$ cat src/hw/rtl/sor_pkg.sv
// Shared types, constants and default parameters of the shift-or pattern counter.
`default_nettype none
package sor_pkg;

  localparam int ALPHABET_SIZE_DEF = 256;
  localparam int MAX_PATTERN_DEF   = 64;
  localparam int COUNT_WIDTH_DEF   = 32;

  localparam int FUNC_W        = 2;
  localparam int SYMBOL_W      = 8;
  localparam int LEN_W         = 7;
  localparam int MATCH_COUNT_W = 32;
  localparam int QUEUE_DEPTH   = 4;

  typedef enum logic [FUNC_W-1:0] {
    FUNC_CLEAR   = 2'd0,
    FUNC_PATTERN = 2'd1,
    FUNC_TEXT    = 2'd2,
    FUNC_RESTART = 2'd3
  } func_t;

  // One classified word on its way from the front to the back.
  typedef struct packed {
    func_t               func;
    logic [SYMBOL_W-1:0] idx;
  } sor_op_t;

endpackage
`default_nettype wire

$ cat src/hw/rtl/sor_queue.sv
// Short queue that decouples the front end from the back end.
`default_nettype none
module sor_queue (
  input  wire logic              clk,
  input  wire logic              rst_n,
  input  wire logic              push_valid,
  output logic                   push_ready,
  input  wire sor_pkg::sor_op_t  push_op,
  output logic                   pop_valid,
  input  wire logic              pop_ready,
  output sor_pkg::sor_op_t       pop_op
);

  localparam int DEPTH = sor_pkg::QUEUE_DEPTH;
  localparam int PW    = $clog2(DEPTH);

  sor_pkg::sor_op_t entry_r [DEPTH];
  logic [PW-1:0]    wr_ptr_r, wr_ptr_nxt;
  logic [PW-1:0]    rd_ptr_r, rd_ptr_nxt;
  logic [PW:0]      count_r, count_nxt;
  logic             do_push, do_pop;

  assign push_ready = (count_r != (PW+1)'(DEPTH));
  assign pop_valid  = (count_r != '0);
  assign pop_op     = entry_r[rd_ptr_r];
  assign do_push    = push_valid && push_ready;
  assign do_pop     = pop_valid && pop_ready;

  always_comb begin
    wr_ptr_nxt = do_push ? wr_ptr_r + PW'(1) : wr_ptr_r;
    rd_ptr_nxt = do_pop  ? rd_ptr_r + PW'(1) : rd_ptr_r;
    count_nxt  = count_r;
    if (do_push && !do_pop) begin
      count_nxt = count_r + (PW+1)'(1);
    end else if (do_pop && !do_push) begin
      count_nxt = count_r - (PW+1)'(1);
    end
  end

  always_ff @(posedge clk) begin
    if (!rst_n) begin
      wr_ptr_r <= '0;
      rd_ptr_r <= '0;
      count_r  <= '0;
    end else begin
      wr_ptr_r <= wr_ptr_nxt;
      rd_ptr_r <= rd_ptr_nxt;
      count_r  <= count_nxt;
    end
  end

  always_ff @(posedge clk) begin
    if (do_push) begin
      entry_r[wr_ptr_r] <= push_op;
    end
  end

endmodule
`default_nettype wire

$ cat config.mk
export PLATFORM = sky130hd
export DESIGN_NAME = sor_queue
export DESIGN_NICKNAME = d
export VERILOG_FILES = /design/src/hw/rtl/sor_pkg.sv /design/src/hw/rtl/sor_queue.sv
export SDC_FILE = /design/constraint.sdc
export NUM_CORES = 1
export LEC_CHECK = 0
export ABC_AREA = 1
export BUFFER_PORTS_ARGS = -buffer_cell sky130_fd_sc_hd__buf_2
export CAP_MARGIN = 15
export CORE_MARGIN = 2
export CORE_UTILIZATION = 57
export DETAILED_ROUTE_END_ITERATION = 7
export GPL_TIMING_DRIVEN = 1
export MAX_ROUTING_LAYER = met4
export PLACE_DENSITY = 0.83
export SLEW_MARGIN = 0
export SYNTH_ARGS = -nofsm -noshare
export SYNTH_HDL_FRONTEND = slang
export SYNTH_SLANG_ARGS = --single-unit
export TNS_END_PERCENT = 5
$ cat constraint.sdc
create_clock -name clk -period 3.6 [get_ports clk]
set_input_delay 0.72 -clock clk [delete_from_list [all_inputs] [get_ports clk]]
set_output_delay 0.72 -clock clk [all_outputs]
set_load 0.01 [all_outputs]
==> results.yml <==
flow_run:
  maxCapViolCount: 0
placement:
  placed_cells: 231
  hpwl_um: 2270
  io_buffers: 25
  dp_slack_ns: 1.16
  gp_congestion: 0.784
  postPlaceCellArea_um2: 2150
route:
  dr.pass1.iters: 4
  ant_nets: 0
  wl_met2_um: 1800
  met3_wirelength_um: 138
  viasPerCell: 5.29
  wl_met1_um: 1340
  highest_layer: "met4"
  drc_errors: 0
  drt_iter0_drc: 92
  drt_wl_total_um: 3310
  wl_per_cell_um: 13.9
  num_vias: 1265
min_path:
  hold-path-cell-count: 2
  min_from: "rd_ptr_r[1]"
  hp-class: "flip-flop to flip-flop"
clock_tree:
  cts-buffers-inserted: 5
  clock-root-buffer: "clkbuf_4"
  cts_hold_buf: 0
  ctsResizeCount: 0
  tritoncts: "done"
  clock_sinks: 49
  cts.path.max_buffers: 2
  clkSlewWorstSetupHoldPaths_ns: 0.13
  post-cts-setup-buffers: 0
  clk_latency_ns: 0.36
  cts.htree.levels: 2
global_routing:
  grt_usage_pct: 19.0
  grt-ovfl-total: 0
  grt_pass1_vias: 1299
  grt_pass1_wl_um: 5580
  grt_max_degree: 22
  antenna_found_initial: 0
floorplan:
  dieArea_um2: 3980
  die_h_um: 63.1
  rows: 21
  io_pins: 26
  start_util_pct: 59.6
  die_w_um: 63.1
  core_area_um2: 3340
synth:
  ys_seq_area_share_pct: 69.4
  synth_area_per_cell_um2: 12.1
  yosysTopAreaCell: "edfxtp_1"
  synth_warnings: 0
  yosysUniqueCellTypes: 20
  synthCells: 165
  synth_seq_cells: 49
  synth.top_cell.area_share_pct: 60.4
  syn_nets: 185
  synth_edf_count: 40
  synthArstFlopShare_pct: 0
  yosys-top-cells-area: "edfxtp_1, dfxtp_1, nor2_1"
  synth_area_um2: 1990
  ys.flop_type: "edfxtp_1"
setup_path:
  path_class: "flip-flop to primary output"
  regToRegSetupSlack_ns: 1.78
  crit_chain: "inv_1 > o21ai_0 > o22ai_1 > buf_2"
  setup.worst_path.start_class: "flip-flop"
  reg2reg_to: "count_r[1]"
  cp_max_fo: 21
  end_kind: "primary output"
  worst-endpoint-arrival_ns: 2.09
  cp_slowest_cell: "dfxtp_1"
  r2r_cells: 9
  required_ns: 2.88
  cpPeakStageDelay_ns: 0.74
  r2r-start: "count_r[1]"
power:
  vdd_drop_max_v: 0.000371
  power_density_nw_per_um2: 645
  power.total_mw: 1.43
  total_leakage_power_nw: 0.842
sta:
  holdWs_ns: 0.523
  fin_skew_ns: 0.0111
  clock.fmax_mhz: 356
  final_hold_viol_count: 0
  period_minus_slack_ns: 2.81
  max-slew-margin-rel_pct: 35.8
  setup_viol_count_final: 0
  grt_setup_unrepaired: "false"
  tightest_slew_ns: 0.960
  maxSlewViolCount: 0
  fin_ws_ns: 0.795
  min_period_over_period_pct: 77.9
  setup_tns_ns: 0
final_layout:
  final_common_cell: "edfxtp_1"
  final_core_util_pct: 66.3
  nNetsFinal: 212
  area_delta_synth_final_pct: 11.2
  design_area_um2: 2210
  drive_gt1_share_pct: 21.2
  stdcell_count: 239
  layout_common_cells: "edfxtp_1, nor2_1, buf_2"
  antenna_cells: 0
  fillers: 259
outcome:
  status: "finished, final reports clean"
-- cells in the mapped netlist (3+ instances only) --
cell and instances:
edfxtp_1 40, nand2_1 10, inv_1 14, nand2_4 4, a21oi_1 3, o22ai_1 10
dfxtp_1 9, nor2_1 33, nand3_1 4, o21ai_0 21, ha_1 5
-- critical path: cells and delay by family (launching register included) --
| kind | cells | cell delay, ns |
|---|---|---|
| AOI/OAI and AO/OA | 2 | 0.39 |
| DFF | 1 | 0.74 |
| buffers and inverters | 2 | 0.60 |
-- worst max path at each step --
stage	startpoint	endpoint	slack, ns
floorplan	push_valid	count_r[2]	1.80
global route	flip-flop	pop_op[0]	0.47
CTS	flip-flop	pop_op[0]	0.74
global placement	flip-flop	pop_op[7]	1.30
detailed placement	flip-flop	pop_op[0]	1.16
finish	flip-flop	pop_op[0]	0.79
-- layer usage --
| metal | up-vias | track usage [%] |
|---|---|---|
| met2 | 33 | 33.9 |
| met3 | 5 | 5.18 |
| met4 | 0 | 6.94 |
| li1 | 625 | - |
| met5 | - | - |
| met1 | 602 | 20.2 |
-- logic make-up (layout without fill, tap and decap cells) --
logic type	count (synthesis)	count (layout)	synth area share, %
buffers and inverters	21	49	4.15
flip-flops	49	49	69.4
adder cells (fa/ha/maj)	6	6	4.15
AO/OA/AOI/OAI	34	34	9.18
AND/OR/NAND/NOR	54	54	12.6
XOR/XNOR	1	1	0.440
-- report_power, final --
group          internal [mW]  switching [mW]  total [mW]
clock network         0.0798           0.171       0.250
logic                  0.158           0.260       0.418
registers              0.694          0.0639       0.758
-- state kept, by name (all words and copies together), names as in the netlist, named ones only --
register  flops
entry_r      40
count_r       3
rd_ptr_r      2
wr_ptr_r      2
-- area by class of cell --
type                            count  area (µm²)  area share (%)
Timing Repair Buffer               25         125            5.66
Multi-Input combinational cell     95         526            23.8
Tap cell                           46        57.6            2.60
Clock inverter                      3        25.0            1.13
Inverter                           16        60.1            2.71
Clock buffer                        5        37.5            1.70
Sequential cell                    49        1380            62.4
(Power assumes the default switching activity.)
